<file path="src/rtl/spq_pkg.sv">
// Package for the sorted priority queue: field widths, codes and item types.
package spq_pkg;

    localparam int KEY_W     = 16;
    localparam int PAYLOAD_W = 32;
    localparam int COUNT_W   = 8;
    localparam int STATUS_W  = 2;

    // Opcodes
    localparam logic OP_INSERT = 1'b0;
    localparam logic OP_REMOVE = 1'b1;

    // Result status codes
    localparam logic [STATUS_W-1:0] ST_OK    = 2'd0;
    localparam logic [STATUS_W-1:0] ST_FULL  = 2'd1;
    localparam logic [STATUS_W-1:0] ST_EMPTY = 2'd2;

    typedef struct packed {
        logic                 opcode;
        logic [KEY_W-1:0]     sort_key;
        logic [PAYLOAD_W-1:0] payload;
    } spq_req_t;

    typedef struct packed {
        logic [KEY_W-1:0]     out_key;
        logic [PAYLOAD_W-1:0] out_payload;
        logic [STATUS_W-1:0]  status;
        logic [COUNT_W-1:0]   entry_count;
        logic                 is_empty;
        logic                 is_full;
    } spq_rsp_t;

    // One stored entry
    typedef struct packed {
        logic [KEY_W-1:0]     key;
        logic [PAYLOAD_W-1:0] payload;
    } spq_entry_t;

    // Command broadcast to every cell in the same cycle
    typedef struct packed {
        logic       insert;
        logic       remove;
        spq_entry_t entry;
    } spq_cmd_t;

endpackage

</file>
<file path="src/rtl/spq_cell.sv">
// One storage cell of the sorted queue chain: holds one entry, shifts with its neighbors.
module spq_cell
    import spq_pkg::*;
(
    input  logic       clk,
    input  spq_cmd_t   cmd,
    input  logic       occupied,
    input  logic       left_ge,
    input  spq_entry_t left_entry,
    input  spq_entry_t right_entry,
    output logic       ge,
    output spq_entry_t entry
);

    spq_entry_t entry_reg;
    spq_entry_t entry_next;

    // This cell keeps its entry on insert when it holds a key not below the new one
    assign ge    = occupied && (entry_reg.key >= cmd.entry.key);
    assign entry = entry_reg;

    // Insert: first empty or smaller slot takes new entry, later slots take left one.
    // Remove: every slot takes the right neighbor's entry; the tail keeps its own.
    always_comb
    begin
        entry_next = entry_reg;
        if (cmd.insert && !ge)
        begin
            entry_next = left_ge ? cmd.entry : left_entry;
        end
        else if (cmd.remove)
        begin
            entry_next = right_entry;
        end
    end

    always_ff @(posedge clk)
    begin
        entry_reg <= entry_next;
    end

endmodule
</file>
<file path="config.mk">
export PLATFORM = sky130hd
export DESIGN_NAME = spq_cell
export DESIGN_NICKNAME = d
export VERILOG_FILES = /design/src/rtl/spq_pkg.sv /design/src/rtl/spq_cell.sv
export SDC_FILE = /design/constraint.sdc
export NUM_CORES = 1
export LEC_CHECK = 0
export BUFFER_PORTS_ARGS = -buffer_cell sky130_fd_sc_hd__buf_2
export CAP_MARGIN = 20
export CORE_ASPECT_RATIO = 2
export CORE_MARGIN = 2
export CORE_UTILIZATION = 46
export CTS_CLUSTER_DIAMETER = 150
export DETAILED_ROUTE_END_ITERATION = 10
export PLACE_DENSITY = 0.86
export SYNTH_ARGS = -nofsm -noshare
export SYNTH_HDL_FRONTEND = slang
export SYNTH_SLANG_ARGS = --single-unit
</file>
<file path="constraint.sdc">
create_clock -name clk -period 10.61 [get_ports clk]
set_input_delay 2.122 -clock clk [delete_from_list [all_inputs] [get_ports clk]]
set_output_delay 2.122 -clock clk [all_outputs]
set_load 0.02 [all_outputs]
</file>
After elaboration in Yosys (flattened, before gate mapping). Cells that the tools add are included.

$add $sub $neg: 0. Multiply operators: 0. Divide/modulo/power cells: 0. Magnitude comparators: 1. Equal/unequal tests: 0. Shifts and indexed selects: 0. Mux-type cells: 3. Bitwise operators: 0. Reduce and logical (&&, ||, !) cells: 4.

Operators by type and width (count): $mux 48 (3); $ge 16x16->1 (1); $logic_and 1x1->1 (2); $reduce_bool 2->1 (1); $logic_not 1->1 (1).

Register bits after elaboration: 48. Bits in latches: 0. Bits in writable memories: 0. ROM bits: 0. Input bits: 149. Output and inout port bits: 49. Logic and storage cells: 10. Memories: 0.

Depth between registers and ports, before layout. Gate-level depths: netlist (run 1).

Word-level depth: 5. Mapped depth: 9. Depth with buffers taken out: 7.

Least setup slack after synthesis (run 1). Ideal clock, no wire load.

Path kind: in2out. From: input port cmd[47] (netlist bit). To: output port ge. Arrival time: 3.827 ns. Data required time: 8.488 ns. Path slack: 4.661 ns. Stages: 6. Path through: inv_1 > ha_1 > nand4_1 > or3_1 > or4_4 > a31oi_1.

Word-level cells in the longest chain between the ends: 2.

Ends and longest elaborated chain: from (decl) (RTL line spq_cell.sv:6) `input spq_cmd_t cmd,`; $ge 16x16->1 (RTL line spq_cell.sv:19) `assign ge = occupied && (entry_reg.key >= cmd.entry.key);`; $logic_and 1x1->1 (RTL line spq_cell.sv:19); to (decl) (RTL line spq_cell.sv:11) `output logic ge,`.

Every way passes these cells.

Worst setup path after layout (run 1). Same ends and word-level chain as after synthesis.

==> results of run 1 <==
worst min path at each step:
stage                                    from                  end  cells after the start
after floorplan           entry[47]$_DFFE_PP_   entry[0]$_DFFE_PP_                      5
after global placement    entry[36]$_DFFE_PP_  entry[41]$_DFFE_PP_                      6
after detailed placement  entry[37]$_DFFE_PP_  entry[38]$_DFFE_PP_                      6
after CTS                 entry[37]$_DFFE_PP_  entry[38]$_DFFE_PP_                      6
after global routing      entry[36]$_DFFE_PP_  entry[38]$_DFFE_PP_                      6
final                     entry[37]$_DFFE_PP_  entry[38]$_DFFE_PP_                      6
layer usage:
| metal | up-vias | GRT usage [%] | share of wire [%] |
|---|---|---|---|
| met1 | 1149 | 21.6 | 33 |
| met2 | 116 | 43.3 | 58 |
| li1 | 1209 | - | - |
| met3 | 27 | 4.34 | 5.3 |
| met4 | 0 | 11.0 | 4.1 |
| met5 | - | 0 | 0 |
power by group through the flow:
stage	logic (mW)	clock network (mW)	registers (mW)
floorplan	0.0872	0	0.303
finish	0.199	0.149	0.258
global placement	0.193	0	0.261
CTS	0.200	0.154	0.259
global route	0.218	0.163	0.261
detailed placement	0.199	0	0.263
logic make-up after synthesis:
group	share of synthesized area (%)
fa+ha+maj	6.60
buf+inv	4.20
mux	35.6
simple gates	3.09
flops	47.5
compound gates	3.01
cells in the final DEF (no fill, tap or decap), drive strengths merged:
cell / n
buf: 199
mux2: 96
edfxtp: 48
inv: 17
ha: 16
clkbuf: 5
nand2: 4
a21oi: 4
nand4: 3
clkinv: 3
nor2: 2
nor4: 2
nand2b: 2
a2111oi: 1
or3: 1
o21a: 1
or4: 1
nand3: 1
a31o: 1
o21ai: 1
nor3: 1
a31oi: 1
o211ai: 1
a32oi: 1
area by class of cell:
type,count,area share (%)
Timing Repair Buffer,199,24.1
Multi-Input combinational cell,140,34.6
Clock buffer,5,2.95
Inverter,17,1.50
Tap cell,86,2.54
Clock inverter,3,0.324
Sequential cell,48,34.0
stage by stage:
| stage | cell area (sq um) | hold slack (ns) | util [%] | power, mW |
|---|---|---|---|---|
| 2_1_floorplan | 3040 | 1.38 | - | 0.390 |
| 3_3_place_gp | 4080 | 1.59 | 64.1 | 0.455 |
| 3_5_place_dp | 4080 | 1.63 | 64.1 | 0.462 |
| 4_1_cts | 4210 | 1.64 | 66.2 | 0.613 |
| 5_1_grt | 4240 | 1.69 | 66.7 | 0.641 |
| 6_report | 4240 | 1.61 | 66.7 | 0.607 |
worst reg2reg max path: stages (launching register included):
cell and delay, ns:
edfxtp_1 0.40, ha_1 0.33, nand4_1 0.12, or3_1 0.44, or4_4 0.52, a32oi_4 0.18
buf_4 0.56, nand2b_2 0.56, buf_16 0.34
==> summary.txt, run 1 <==
Outcome
  – Status: complete, no violations

GRT
  – Total global-route track usage: 22.9%
  – Antenna violations before repair: 0
  – Global-route wire length before repair: 12500 um
  – Largest net degree at the start of global routing: 50
  – Gr ovfl total: 0
  – Vias in the first global route: 2851

STA
  – Period Utilization, post-route: 57.3%
  – Least-Margin Pin Slew: 1.12 ns
  – Layout Skew: 0.00502 ns
  – Final setup fails: 0
  – Max-slew violations: 0
  – Worst slew margin: 25.5%
  – Post-layout min period: 6.08 ns
  – RSZ-0062 raised after global routing: no
  – Setup WS post-layout: 4.53 ns
  – Fin. Hold Viols: 0
  – Setup TNS: 0 ns
  – Fmax: 164 MHz

Yosys
  – FFs w/ async S/R, synth: 0%
  – Post-Synthesis Mean Instance Area: 14.1 sq um
  – #FFs+latches synth: 48
  – Synth top area share: 47.5%
  – Top FF cell, synth: edfxtp_1
  – YS warnings: 0
  – Top cells by count, synth: 87 x mux2_2, 48 x edfxtp_1, 17 x inv_1
  – Main area contributors after synthesis: edfxtp_1 47%, mux2_2 32%, ha_1 6.6%, mux2_1 3.3%, inv_1 2.1%
  – Unique masters post-synth: 25
  – Number of synthesized flops with an enable pin: 48
  – Cell Area, Synth: 3040 sq um
  – Register area share after synthesis: 47.5%
  – Most common cell in the netlist: mux2_2
  – Mapped Nets: 380
  – Post-Syn Instances: 215
  – Yosys top cell by area: edfxtp_1

Detailed routing
  – Via density: 5.02
  – Routed len/inst: 16.0 um
  – DR pass1 iterations: 4
  – DRC: 0
  – Total Wirelength: 7970 um
  – Via Count: 2501
  – Post-DRT Antenna Nets: 0
  – DRT iter0 DRCs: 82

Critical path
  – CP delay by family, top: simple AND/OR/NAND/NOR gates
  – Critical path launch point: cmd[47]
  – CP Capture Point: ge
  – Worst EP arrival: 3.96 ns
  – CP Capture Type: output pin
  – Crit path buffers/inverters: 3
  – Max incr delay on CP: 0.52 ns
  – Crit start category: input port
  – R2R cell count: 8
  – CP Depth: 8
  – Critical R2R Launch: entry[47]$_DFFE_PP_
  – Cell mode on critical path: buf_2
  – R2r endpoint: entry[22]$_DFFE_PP_
  – Crit-path cells: buf_2 > inv_1 > ha_1 > nand4_1 > or3_1 > or4_4 > a31oi_1 > buf_2
  – Reg2Reg Setup Slack: 6.91 ns
  – CP max-delay cell: or4_4
  – WP data required: 8.49 ns
  – Crit path kind: in -> out
  – Crit path max fanout: 3

Job
  – Max-cap violation count: 0

Die
  – Die X: 61.4 um
  – Ports: 198
  – Die area: 7300 sq um
  – Row count: 41
  – Die Ht: 119 um
  – Initial core utilization: 47.7%
  – Core outline area: 6360 sq um

Hold path
  – Hold Path Class: reg -> reg

Cells and area
  – Area grow syn2layout: 39.7%
  – Nets: 576
  – Share of layout cells above drive strength 1: 72.1%
  – Filler Cells Inserted: 551
  – Max reg flops: 48
  – Area occupied by multi-input gates: 1470 sq um
  – Area occupied by registers: 1440 sq um
  – Diodes inserted: 0
  – Non-Filler Instances: 498

Power
  – Clk network pwr share: 24.6%
  – Leakage Power: 1.99 nW
  – Net Sw Power: 0.180 mW
  – Power Internal: 0.427 mW
  – Maximum vdd drop: 0.000121 V
  – Sw Ratio: 29.7%
  – Reg power frac: 42.5%
  – Logic pwr share: 32.9%
  – Cell Pwr Density: 143 nW/um^2

Place
  – Pre-CTS setup slack: 4.52 ns
  – DP Cell Count: 489
  – Buffers on Ports: 197
  – Routability Congestion: 0.839
  – Final HPWL DP: 6410 um

Clock network
  – H-tree levels: 2
  – Hold bufs inserted after CTS: 0
  – Worst-Skew Late Latency: 0.28 ns
  – # clock sinks: 48
  – Clock root cell: clkbuf_16
  – Post-cts sizing count: 0
  – Worst-path clk slew: 0.06 ns
  – Clock Tree Buf Depth: 2
  – Post-CTS setup repair buffer count: 0
  – Cts bufs inserted: 5
  – CTS tree: built
No activity file was read; power rests on OpenSTA's default activity.
==> run 2: changes to the inputs <==
--- a/config.mk
+++ b/config.mk
@@ -9,10 +9,10 @@
 export CAP_MARGIN = 20
 export CORE_ASPECT_RATIO = 2
 export CORE_MARGIN = 2
-export CORE_UTILIZATION = 46
+export CORE_UTILIZATION = 39
 export CTS_CLUSTER_DIAMETER = 150
 export DETAILED_ROUTE_END_ITERATION = 10
-export PLACE_DENSITY = 0.86
+export PLACE_DENSITY = 0.78
 export SYNTH_ARGS = -nofsm -noshare
 export SYNTH_HDL_FRONTEND = slang
 export SYNTH_SLANG_ARGS = --single-unit
==> constraint.sdc (replaced) <==
create_clock -name clk -period 4.9 [get_ports clk]
set_input_delay 0.98 -clock clk [delete_from_list [all_inputs] [get_ports clk]]
set_output_delay 0.98 -clock clk [all_outputs]
set_load 0.02 [all_outputs]
==> summary.txt, run 2 (same netlist as run 1, synthesis figures left out) <==
Cells and area
  – Filler Cells Inserted: 663
  – Most frequent cells in the layout: 197 x buf_2, 87 x mux2_2, 48 x edfxtp_1
  – Nets: 579
  – Diodes inserted: 0
  – Share of layout cells above drive strength 1: 72.0%
  – Area occupied by multi-input gates: 1470 sq um
  – Commonest non-fill, non-tap cell in the layout: buf_2
  – Area grow syn2layout: 40.6%
  – Max reg flops: 48
  – Area occupied by registers: 1440 sq um

Detailed routing
  – Via density: 4.98
  – Post-DRT Antenna Nets: 0
  – DRT iter0 DRCs: 79
  – DRC: 0
  – Total Wirelength: 8410 um
  – Routed len/inst: 16.5 um
  – DR pass1 iterations: 4
  – Via Count: 2533

STA
  – Period Utilization, post-route: 77.6%
  – Fin. Hold Viols: 0
  – Setup TNS: 0 ns
  – Final setup fails: 0
  – Post-layout min period: 3.80 ns
  – Worst hold slack: 0.983 ns
  – Fmax: 263 MHz
  – Layout Skew: 0.00468 ns
  – RSZ-0062 raised after global routing: no
  – Least-Margin Pin Slew: 0.719 ns
  – Max-slew violations: 0
  – Worst slew margin: 50.8%

Critical path
  – Max incr delay on CP: 0.51 ns
  – R2r endpoint: entry[18]$_DFFE_PP_
  – Crit path kind: in -> out
  – CP max-delay cell: or4_4
  – Critical R2R Launch: entry[45]$_DFFE_PP_
  – Cell mode on critical path: buf_2
  – CP Capture Type: output pin
  – Reg2Reg Setup Slack: 1.56 ns
  – R2R cell count: 7
  – Crit start category: input port
  – Crit path max fanout: 3
  – Worst EP arrival: 2.82 ns
  – Critical path launch point: cmd[45]
  – Crit-path cells: buf_2 > inv_1 > ha_1 > nand4_1 > or3_1 > or4_4 > a31oi_1 > buf_2
  – WP data required: 3.92 ns

Clock network
  – Post-CTS setup repair buffer count: 0
  – Clock Tree Buf Depth: 2
  – Post-cts sizing count: 0
  – Worst-path clk slew: 0.06 ns
  – Clock root cell: clkbuf_16
  – Cts bufs inserted: 5
  – Hold bufs inserted after CTS: 0
  – H-tree levels: 2
  – Worst-Skew Late Latency: 0.28 ns
  – # clock sinks: 48
  – CTS tree: built

Die
  – Row count: 45
  – Core outline area: 7540 sq um
  – Die X: 66.4 um
  – Initial core utilization: 40.2%
  – Die area: 8550 sq um
  – Die Ht: 129 um
  – Ports: 198

GRT
  – Global-route wire length before repair: 12300 um
  – Gr ovfl total: 0
  – Antenna violations before repair: 0
  – Vias in the first global route: 2616
  – Largest net degree at the start of global routing: 49
  – Total global-route track usage: 19.2%

Hold path
  – Hold depth: 2
  – Worst Hold Path EP: entry[39]$_DFFE_PP_
  – Hold Path Class: in -> reg
  – Hold Crit Start: right_entry[39]

Job
  – Max-cap violation count: 0

Place
  – Final HPWL DP: 6760 um
  – Buffers on Ports: 197
  – Routability Congestion: 0.807

Power
  – Cell Pwr Density: 311 nW/um^2
  – Leakage Power: 1.99 nW
  – Maximum vdd drop: 0.000213 V

Outcome
  – Status: complete, no violations
-- run 2: cell count changes in the layout (fill, tap and decap cells not counted) --
cell,change
buf_4,+3
buf_12,+1
clkinv_2,-2
clkinvlp_4,+1
buf_16,-1
clkbuf_1,+1
-- run 2: worst max-delay path by stage --
stage                          endpoint  slack (ns)
global placement    entry[26]$_DFFE_PP_        0.89
floorplan            entry[0]$_DFFE_PP_        0.66
CTS                                  ge        1.08
global route        entry[46]$_DFFE_PP_        1.02
detailed placement  entry[18]$_DFFE_PP_        0.83
finish                               ge        1.10
-- run 2: metal layers --
layer	GRT usage, %	share of wire (%)	vias up
li1	-	-	1215
met1	19.2	33	1173
met2	36.4	57	122
met3	3.50	5.6	23
met4	9.60	4.1	0
met5	0	0	-
-- run 2: report_power, final --
group / internal (mW) / leakage (nW) / switching, mW
Clock: 0.188 / 0.0645 / 0.141
Sequential: 0.538 / 0.488 / 0.0223
Combinational: 0.202 / 1.44 / 0.236
Total: 0.927 / 1.99 / 0.400
-- run 2: cell type report --
| cell class | count | share of cell area (%) |
|---|---|---|
| Timing Repair Buffer | 202 | 24.3 |
| Inverter | 17 | 1.50 |
| Tap cell | 94 | 2.76 |
| Multi-Input combinational cell | 140 | 34.4 |
| Clock inverter | 2 | 0.264 |
| Sequential cell | 48 | 33.8 |
| Clock buffer | 6 | 3.02 |
-- run 2: critical path, delay by kind of cell --
family                     cells  cell delay [ns]
AOI/OAI and AO/OA              1             0.16
adders and majority gates      1             0.30
buffers and inverters          3             0.32
and+or+nand+nor                3             1.07
-- run 2: per-stage QoR --
step / power, mW / utilization [%] / instances / cell area [sq um] / setup WS, ns
after floorplan: 0.845 / - / 215 / 3040 / 0.656
after global placement: 0.994 / 54.4 / 500 / 4110 / 0.893
after detailed placement: 1.01 / 54.4 / 500 / 4110 / 0.834
after CTS: 1.34 / 56.3 / 508 / 4250 / 1.08
after global routing: 1.39 / 56.6 / 509 / 4270 / 1.02
final: 1.33 / 56.6 / 509 / 4270 / 1.10
==> run 3: changes to the inputs <==
==> constraint.sdc (replaced) <==
create_clock -name clk -period 3.05 [get_ports clk]
set_input_delay 0.61 -clock clk [delete_from_list [all_inputs] [get_ports clk]]
set_output_delay 0.61 -clock clk [all_outputs]
set_load 0.02 [all_outputs]
==> summary.txt, run 3 (same netlist as run 1, synthesis figures left out) <==
Outcome
  – Status: complete, no violations

Detailed routing
  – Post-DRT Antenna Nets: 0
  – Total Wirelength: 8110 um
  – DRC: 0
  – Routed len/inst: 15.9 um
  – DR pass1 iterations: 4
  – Via Count: 2522
  – Via density: 4.94
  – DRT iter0 DRCs: 51

Clock network
  – Worst-Skew Late Latency: 0.29 ns
  – Worst-path clk slew: 0.07 ns
  – H-tree levels: 2
  – Clock root cell: clkbuf_16
  – Cts bufs inserted: 5
  – # clock sinks: 48
  – Post-CTS setup repair buffer count: 0
  – Hold bufs inserted after CTS: 0
  – CTS tree: built
  – Clock Tree Buf Depth: 2

STA
  – Least-Margin Pin Slew: 0.572 ns
  – Max-slew violations: 0
  – Layout Skew: 0.00602 ns
  – Fmax: 340 MHz
  – Fin. Hold Viols: 0
  – RSZ-0062 raised after global routing: no
  – Post-layout min period: 2.94 ns
  – Final setup fails: 0
  – Setup TNS: 0 ns
  – Worst slew margin: 61.5%
  – Period Utilization, post-route: 96.4%

Cells and area
  – Final Cell Area: 4370 sq um
  – Non-Filler Instances: 511
  – Max reg flops: 48
  – Filler Cells Inserted: 665
  – Final design utilization: 57.9%
  – Nets: 580
  – Commonest non-fill, non-tap cell in the layout: buf_2
  – Most frequent cells in the layout: 196 x buf_2, 87 x mux2_2, 48 x edfxtp_1
  – Area grow syn2layout: 43.9%
  – Share of layout cells above drive strength 1: 72.8%

GRT
  – Met2 GRT Util: 36.3%
  – Global-route wire length before repair: 11900 um
  – Gr ovfl total: 0
  – Total global-route track usage: 18.7%
  – Met3 Use GR: 2.71%
  – Grt peak-use layer: met2
  – Largest net degree at the start of global routing: 49
  – Vias in the first global route: 2582
  – Global routing usage on met1: 17.9%
  – Antenna violations before repair: 1

Place
  – Buffers on Ports: 197
  – Final HPWL DP: 6550 um
  – Routability Congestion: 0.817
  – Placed Area: 4190 sq um
  – DP Cell Count: 502

Die
  – Core outline area: 7540 sq um
  – Row count: 45
  – Initial core utilization: 40.2%
  – Die Ht: 129 um
  – Ports: 198
  – Die area: 8550 sq um
  – Die X: 66.4 um

Critical path
  – Crit path max fanout: 2
  – WP data required: 2.44 ns
  – Reg2Reg Setup Slack: 0.18 ns
  – Worst EP arrival: 2.33 ns
  – Crit path kind: in -> out
  – R2r endpoint: entry[4]$_DFFE_PP_
  – Critical R2R Launch: entry[45]$_DFFE_PP_
  – R2R cell count: 7
  – CP Capture Type: output pin
  – Crit start category: input port

Power
  – Sw Ratio: 28.8%
  – Leakage Power: 2.04 nW
  – Net Sw Power: 0.646 mW
  – Logic pwr share: 32.0%
  – Clk network pwr share: 27.8%
  – Power Internal: 1.59 mW
  – Total power: 2.24 mW
  – Reg power frac: 40.2%
  – Cell Pwr Density: 513 nW/um^2
  – Maximum vdd drop: 0.000512 V

Job
  – Max-cap violation count: 0

Hold path
  – Worst Hold Path EP: entry[38]$_DFFE_PP_
  – Hold Crit Start: right_entry[38]
  – Hold depth: 2
  – Hold Path Class: in -> reg
## run 3: worst max-delay path, stage by stage
cell and delay, ns:
buf_2 0.10, inv_1 0.04, ha_1 0.28, nand4_1 0.10, or3_1 0.38, or4_4 0.47
a31oi_2 0.17, buf_4 0.17
## run 3: final cells by class
class	instances	area (sq um)	area share, %
Clock buffer	5	125	2.86
Clock inverter	3	42.5	0.974
Inverter	17	63.8	1.46
Sequential cell	48	1440	33.0
Tap cell	94	118	2.69
Multi-Input combinational cell	140	1480	33.9
Antenna cell	1	2.50	0.0573
Timing Repair Buffer	203	1100	25.1
## run 3: power by group through the flow
| stage | Combinational, mW | Sequential [mW] | Clock (mW) |
|---|---|---|---|
| 5_1_grt | 0.779 | 0.909 | 0.666 |
| 6_report | 0.717 | 0.900 | 0.623 |
| 3_3_place_gp | 0.710 | 0.911 | 0 |
| 2_1_floorplan | 0.308 | 1.05 | 0 |
| 4_1_cts | 0.728 | 0.901 | 0.637 |
| 3_5_place_dp | 0.724 | 0.915 | 0 |
## run 3: worst max path at each step
stage / end / cells past startpoint / start
after floorplan: entry[0]$_DFFE_PP_ / 9 / cmd[47]
after global placement: entry[23]$_DFFE_PP_ / 9 / cmd[45]
after detailed placement: entry[4]$_DFFE_PP_ / 9 / cmd[45]
after CTS: ge / 6 / entry[45]$_DFFE_PP_
after global routing: ge / 6 / entry[45]$_DFFE_PP_
final: ge / 8 / cmd[45]
## run 3: per-stage QoR
stage                     setup slack (ns)  hold WS [ns]
final                                0.109         0.614
after global routing                0.0125         0.612
after CTS                           0.0278         0.603
after detailed placement            -0.144         0.906
after global placement              -0.115         0.898
after floorplan                     0.0475         0.814
## run 3: what timing repair did
item,4_1_cts,5_1_grt
hold endpoints to repair,0,0
endpoints found under the setup margin,0,1
resized for setup,0,2
## run 3: per-layer routing
| layer | wire [um] | vias to the layer above | share of wire (%) |
|---|---|---|---|
| met3 | 430 | 21 | 5.3 |
| met5 | 0 | - | 0 |
| met4 | 337 | 0 | 4.2 |
| met2 | 4560 | 105 | 56 |
| met1 | 2780 | 1177 | 34 |
| li1 | - | 1219 | - |
